<file path="src/hw/rtl/sas_ram.sv">
// Generic single-clock RAM, one write port and one registered read port.
// No dependencies.
`default_nettype none

module sas_ram #(
	parameter int WIDTH = 32,
	parameter int DEPTH = 16,
	localparam int AW = (DEPTH > 1) ? $clog2(DEPTH) : 1
) (
	input  wire logic             clk,
	input  wire logic             we,
	input  wire logic [AW-1:0]    waddr,
	input  wire logic [WIDTH-1:0] wdata,
	input  wire logic             re,
	input  wire logic [AW-1:0]    raddr,
	output logic      [WIDTH-1:0] rdata
);

	logic [WIDTH-1:0] mem [DEPTH];

	// Write and registered read
	always_ff @(posedge clk) begin
		if (we) begin
			mem[waddr] <= wdata;
		end
		if (re) begin
			rdata <= mem[raddr];
		end
	end

endmodule

`default_nettype wire

</file>
<file path="config.mk">
export PLATFORM = sky130hd
export DESIGN_NAME = sas_ram
export DESIGN_NICKNAME = d
export VERILOG_FILES = /design/src/hw/rtl/sas_ram.sv
export SDC_FILE = /design/constraint.sdc
export NUM_CORES = 1
export LEC_CHECK = 0
export BUFFER_PORTS_ARGS = -buffer_cell sky130_fd_sc_hd__buf_2
export CORE_MARGIN = 10
export CORE_UTILIZATION = 50
export DETAILED_ROUTE_END_ITERATION = 10
export PLACE_DENSITY = 0.67
export REMOVE_ABC_BUFFERS = 1
export SETUP_SLACK_MARGIN = 0.3
export SLEW_MARGIN = 30
export SYNTH_ARGS = -nofsm -noshare
export SYNTH_HDL_FRONTEND = slang
export SYNTH_SLANG_ARGS = --single-unit
</file>
<file path="constraint.sdc">
create_clock -name clk -period 10.2 [get_ports clk]
set_input_delay 0.51 -clock clk [delete_from_list [all_inputs] [get_ports clk]]
set_output_delay 0.51 -clock clk [all_outputs]
set_load 0.005 [all_outputs]
</file>
==> summary.txt, run 1 <==
Worst hold path
  – Worst hold path class: in -> reg
  – Min-Delay Startpoint: wdata[13]
  – Hold Path Stages: 1
  – Hold EP: mem[6][13]

Final layout
  – Ratio of cells with drive above 1 in the final layout: 33.47%
  – Cell area after layout: 23170 um2
  – Net count, final: 990
  – Layout fillers: 2898
  – Area growth syn-to-layout: 14.83%

Yosys
  – Post-synth top area cell: edfxtp_1
  – Yosys reg bits: 544
  – Synth Instances: 838
  – Register area share after synthesis: 80.97%
  – Post-synth cell types: 17
  – Top post-synthesis cells by area: edfxtp_1 81%, mux4_2 14%, a22oi_1 2.4%
  – Syn avg cell area: 24.07 um2
  – Cell Area, Synth: 20170 um2
  – Synth top area share: 80.97%
  – Yosys warning count: 0

Detailed routing
  – Drt initial violations: 852
  – Via count: 9115
  – DR DRC count: 0
  – Routed Antenna Nets: 0
  – Detailed Routing Iterations Pass 1: 5
  – WL final: 42180 um
  – Wire per inst: 27.79 um
  – Number of vias per cell: 6.005

Critical path
  – Setup CP Type: in -> reg
  – Critical R2R Launch: mem[10][2]
  – Worst R2R Path Depth: 3
  – Critical Path Start: raddr[0]
  – Worst path arrival time: 2.65 ns
  – Worst R2R Setup Slack: 8.76 ns
  – CP startpoint kind: input port
  – Req. time, crit path: 10.52 ns
  – Worst r2r dst: rdata[2]
  – Worst setup EP type: flip-flop
  – Crit-path max FO: 43

Die
  – Site Rows: 73
  – IO Pins: 75
  – DIE WIDTH: 220.9 um
  – Starting density of the core: 50.66%
  – Vert. Die Dim: 220.9 um
  – Die area: 48780 um2
  – Core area: 39820 um2

CTS
  – Quantity of gates resized following cts: 0
  – Clock transition at path regs: 0.06 ns
  – Number of setup buffers added after CTS: 0
  – Root cell of the clock tree: clkbuf_16
  – Clk_lat worst skew: 0.57 ns
  – Cts hold-fix bufs: 0
  – H-tree depth: 2
  – TritonCTS clock tree: done
  – CTS sink cnt: 544
  – CTS Buf Count: 53
  – Max Buffers Root-to-Sink: 3

Global routing
  – Initial antenna violation count: 3
  – Vias in the first global route: 9530
  – Global-route wire length before repair: 62880 um
  – Largest net degree at the start of global routing: 70
  – Congestion Overflow GR: 0
  – GRT Overall Usage: 17.08%

Power and ir drop
  – Power Total: 4.787 mW
  – Lkg Pwr: 7.402 nW
  – Power per cell area: 206.7 nW/um2
  – VDD IR max: 0.1325 mV

Placed design
  – Placer Congestion: 0.6791
  – Detailed placement HPWL: 18870 um
  – Placed cell areas: 21300 um2
  – # port buffers: 74
  – Worst slack, placed: 7.015 ns

STA
  – Max_slew headroom: 41.40%
  – Fmax: 0.4285 GHz
  – Worst Tran Pin Value: 0.8790 ns
  – Final Critical Period: 2.334 ns
  – RSZ-0062 raised after global routing: no
  – Final Max Slew Viols: 0
  – Tcrit/Tclk final: 22.88%
  – Final worst slack: 7.866 ns
  – Final Hold Viols: 0
  – # setup viols final: 0
  – Final Skew: 0.01933 ns
  – Final setup TNS: 0 ns

Flow run
  – Max_cap viols: 0

Status
  – Outcome: finished, final reports clean
-- final cells by class --
type	count	area (um2)	share of cell area [%]
multi-input combinational	251	3751	16.19
clock buffer	62	1403	6.055
clock inverter	38	455.4	1.966
antenna	1	2.502	0.01080
timing repair buffer	97	561.8	2.425
sequential	544	16340	70.52
tap	525	656.9	2.836
-- cells in the mapped netlist --
master	n
edfxtp_1	544
buf_1	9
a22oi_1	64
or3b_2	1
buf_2	4
nor2_1	13
mux4_2	128
nor2b_1	2
nand3b_1	2
clkbuf_1	17
nand3_1	1
nand2b_1	2
buf_6	2
nor3_1	4
buf_4	11
and2_1	1
nand2_1	33
-- metal layers --
| metal | routed length (um) | vias to the layer above | track usage [%] |
|---|---|---|---|
| met5 | 40 | - | 0 |
| met4 | 747 | 4 | 4.403 |
| met3 | 3268 | 61 | 3.401 |
| met2 | 19620 | 372 | 25.74 |
| met1 | 18510 | 4854 | 25.18 |
| li1 | - | 3824 | - |
-- report_power, final --
group	switching, mW	internal, mW
combinational	0.124	0.0850
clock	0.806	1.24
sequential	0.0141	2.52
-- through the flow --
step / std cells / util, % / hold slack (ns)
floorplan: 795 / - / 0.6089
global placement: 1417 / 53.48 / 0.7221
detailed placement: 1417 / 53.48 / 0.7312
CTS: 1517 / 58.15 / 0.2764
global route: 1517 / 58.17 / 0.2979
finish: 1518 / 58.17 / 0.3131
-- critical path, stage by stage --
cell and delay, ns:
clkbuf_8 0.44, buf_4 0.73, mux4_2 0.58, a22oi_1 0.22, nand2_1 0.09
-- flip-flops by register name, indices dropped and copies added (netlist names) --
| register | flops |
|---|---|
| mem | 512 |
| rdata | 32 |
-- cells by family after synthesis --
kind of cell	Yosys count	share of synthesized area, %
flops	544	80.97
mux	128	14.29
compound gates	64	2.382
simple gates	59	1.253
buf+inv	43	1.104
-- layout by cell type (no fill, tap or decap) --
master      count
bufinv_16      10
clkbuf_1        7
buf_2          72
buf_6           2
nand3b_1        2
nand2_1        33
mux4_2        128
and2_4          1
clkbuf_8        1
clkinv_2       13
edfxtp_1      544
clkinvlp_4      5
clkbuf_16      55
buf_4          22
inv_6           2
nand2b_1        2
diode_2         1
or3b_2          1
nor2b_4         2
nor3_2          4
nor2_4         13
clkinv_1        7
a22oi_1        64
clkinv_4        1
nand3_1         1
-- worst max path at each step --
stage / endpoint / slack (ns) / cells after the start
6_report: rdata[18] / 7.87 / 5
5_1_grt: rdata[18] / 7.61 / 5
4_1_cts: rdata[7] / 7.61 / 5
3_5_place_dp: rdata[18] / 7.02 / 5
3_3_place_gp: rdata[18] / 7.00 / 5
2_1_floorplan: mem[0][0] / 6.51 / 2
(Power assumes the default switching activity.)
==> run 2: changes to the inputs <==
Clock period 10.2 ns to 2.3 ns, I/O delays scaled along.
==> run 2 against run 1 <==
Largest power group unchanged. Largest cell class unchanged. Critical endpoint is now rdata[29]. Register-to-register slack got worse by 7.9 ns. Clock-buffer cell count up 1. First-iteration DRC count up 12%. Clock skew increased by 0.0054 ns. Global-route usage rose by 0.27 points. Sequential share of layout area decreased by 1.6 points. Clock power grew to 4.1 times the previous value. Combinational power grew to 4.9 times the previous value.
==> summary.txt, run 2 (synthesis gave the netlist of run 1 again) <==
STA
  – Final Critical Period: 1.437 ns
  – Worst Tran Pin Value: 0.6217 ns (was 0.8790 ns)
  – Final Max Slew Viols: 0 (unchanged)
  – Tcrit/Tclk final: 62.47%
  – Fmax: 0.6959 GHz
  – Max_slew headroom: 58.55% (was 41.40%)
  – Final Skew: 0.02468 ns (was 0.01933 ns)
  – Final Hold Viols: 0 (unchanged)
  – # setup viols final: 0 (unchanged)
  – RSZ-0062 raised after global routing: no (unchanged)
  – Final worst slack: 0.8631 ns (was 7.866 ns)

Power and ir drop
  – Power per cell area: 870.3 nW/um2 (was 206.7 nW/um2)
  – VDD IR max: 0.5103 mV (was 0.1325 mV)
  – Power Total: 20.64 mW (was 4.787 mW)
  – Lkg Pwr: 7.601 nW (was 7.402 nW)

Die
  – Vert. Die Dim: 220.9 um (unchanged)
  – DIE WIDTH: 220.9 um (unchanged)
  – Core area: 39820 um2 (unchanged)
  – IO Pins: 75 (unchanged)
  – Die area: 48780 um2 (unchanged)
  – Site Rows: 73 (unchanged)
  – Starting density of the core: 50.66% (unchanged)

CTS
  – CTS sink cnt: 544 (unchanged)
  – Root cell of the clock tree: clkbuf_16 (unchanged)
  – CTS Buf Count: 52 (was 53)
  – Max Buffers Root-to-Sink: 3 (unchanged)
  – Quantity of gates resized following cts: 0 (unchanged)
  – Clk_lat worst skew: 0.58 ns (was 0.57 ns)
  – Clock transition at path regs: 0.06 ns (about the same)
  – TritonCTS clock tree: done (unchanged)
  – H-tree depth: 2 (unchanged)

Final layout
  – Max FFs per register: 512 (unchanged)
  – Commonest cells after routing, fill and taps aside: 544 x edfxtp_1, 128 x mux4_2, 72 x buf_2 (unchanged)
  – Area growth syn-to-layout: 17.54% (was 14.83%)
  – Ratio of cells with drive above 1 in the final layout: 32.20% (was 33.47%)
  – Net count, final: 1032 (was 990)
  – Multi-input gate area: 3751 um2 (unchanged)
  – Most common cell after layout, fill and taps aside: edfxtp_1 (unchanged)
  – Layout fillers: 2868 (was 2898)
  – Largest registers: mem: 512 flops, rdata: 32 flops (unchanged)
  – Sequential cell area: 16340 um2 (unchanged)
  – Largest reg by FF count: mem (unchanged)

Global routing
  – Initial antenna violation count: 3 (unchanged)
  – GRT Overall Usage: 17.34% (was 17.08%)
  – Vias in the first global route: 9789 (was 9530)
  – Largest net degree at the start of global routing: 38 (was 70)
  – Global-route wire length before repair: 63930 um (was 62880 um)
  – Congestion Overflow GR: 0 (unchanged)

Critical path
  – Critical Path Start: mem[0][29] (was raddr[0])
  – Crit-path max FO: 1 (was 43)
  – Worst R2R Path Depth: 3 (unchanged)
  – Worst setup EP type: flip-flop (unchanged)
  – CP max-delay cell: mux4_2 (was buf_4)
  – Worst r2r dst: rdata[29] (was rdata[2])
  – Req. time, crit path: 2.62 ns (was 10.52 ns)
  – CP endpoint: rdata[29] (was rdata[18])
  – Worst path max stage delay: 0.46 ns (was 0.73 ns)
  – Worst path arrival time: 1.76 ns (was 2.65 ns)
  – CP startpoint kind: flip-flop (was input port)
  – Setup CP Type: reg -> reg (was in -> reg)
  – Worst R2R Setup Slack: 0.86 ns (was 8.76 ns)
  – Critical R2R Launch: mem[0][29] (was mem[10][2])
  – CP cell instances: mux4_2 -> a22oi_1 -> nand2_1 (was clkbuf_8 -> buf_4 -> mux4_2 -> a22oi_1 -> nand2_1)

Worst hold path
  – Hold Path Stages: 1 (unchanged)
  – Worst hold path class: in -> reg (unchanged)

Detailed routing
  – WL final: 42390 um (was 42180 um)
  – Number of vias per cell: 5.898 (was 6.005)
  – DR DRC count: 0 (unchanged)
  – Via count: 9195 (was 9115)
  – Wire per inst: 27.19 um (was 27.79 um)
  – Routed Antenna Nets: 0 (unchanged)
  – Detailed Routing Iterations Pass 1: 4 (was 5)
  – Drt initial violations: 956 (was 852)

Placed design
  – Detailed placement HPWL: 20740 um (was 18870 um)
  – # port buffers: 74 (unchanged)
  – Worst slack, placed: 0.4833 ns (was 7.015 ns)
  – Placer Congestion: 0.6940 (was 0.6791)

Status
  – Outcome: finished, final reports clean (unchanged)

Flow run
  – Max_cap viols: 0 (unchanged)
==> run 2: worst max-delay path, delay by kind of cell, from the launching register on <==
kind	cells	cell delay [ns]
DFF	1	0.37
and+or+nand+nor	1	0.11
AOI/OAI and AO/OA	1	0.25
muxes	1	0.46
==> run 2: metal layers <==
metal  vias to the layer above  part of all wire (%)  track usage, %
li1                       3922                     -               -
met1                      4901                    42           24.68
met2                       327                    49           27.75
met3                        45                   7.3           3.111
met4                         0                   1.3           3.589
met5                         -                     0               0
==> run 2: how the worst min path moves through the flow <==
stage / end / start / slack [ns]
4_1_cts: rdata[18] / re / 0.10
3_3_place_gp: mem[1][21] / wdata[21] / 0.49
2_1_floorplan: mem[0][0] / wdata[0] / 0.21
5_1_grt: rdata[18] / re / 0.10
3_5_place_dp: mem[2][20] / wdata[20] / 0.50
6_report: rdata[18] / re / 0.10
==> run 2: layout make-up <==
type / instances / area share [%]
Antenna cell: 3 / 0.03166
Timing Repair Buffer: 140 / 5.408
Clock inverter: 33 / 1.330
Sequential cell: 544 / 68.89
Tap cell: 525 / 2.770
Clock buffer: 63 / 5.751
Multi-Input combinational cell: 251 / 15.82
==> run 2: stage by stage <==
step           utilization (%)  setup TNS [ns]  hold WS (ns)  cells  instance area, um2
3_3_place_gp             54.50               0        0.4857   1428               21700
4_1_cts                  59.53               0        0.1046   1556               23710
5_1_grt                  59.54               0        0.1027   1558               23710
2_1_floorplan                -         -106.48        0.2139    795               19950
6_report                 59.55               0        0.1025   1559               23710
3_5_place_dp             54.51               0        0.4963   1428               21710
==> run 2: report_power, final <==
group          total, mW  switching (mW)  internal, mW
logic               1.03           0.570         0.457
clock network       8.38            3.49          4.89
registers           11.2          0.0624          11.2
==> run 2: timing repair <==
item	CTS	global route
endpoints found under the setup margin	0	0
hold endpoints to repair	512	0
buffers inserted	0	0
hold buffers	32	0
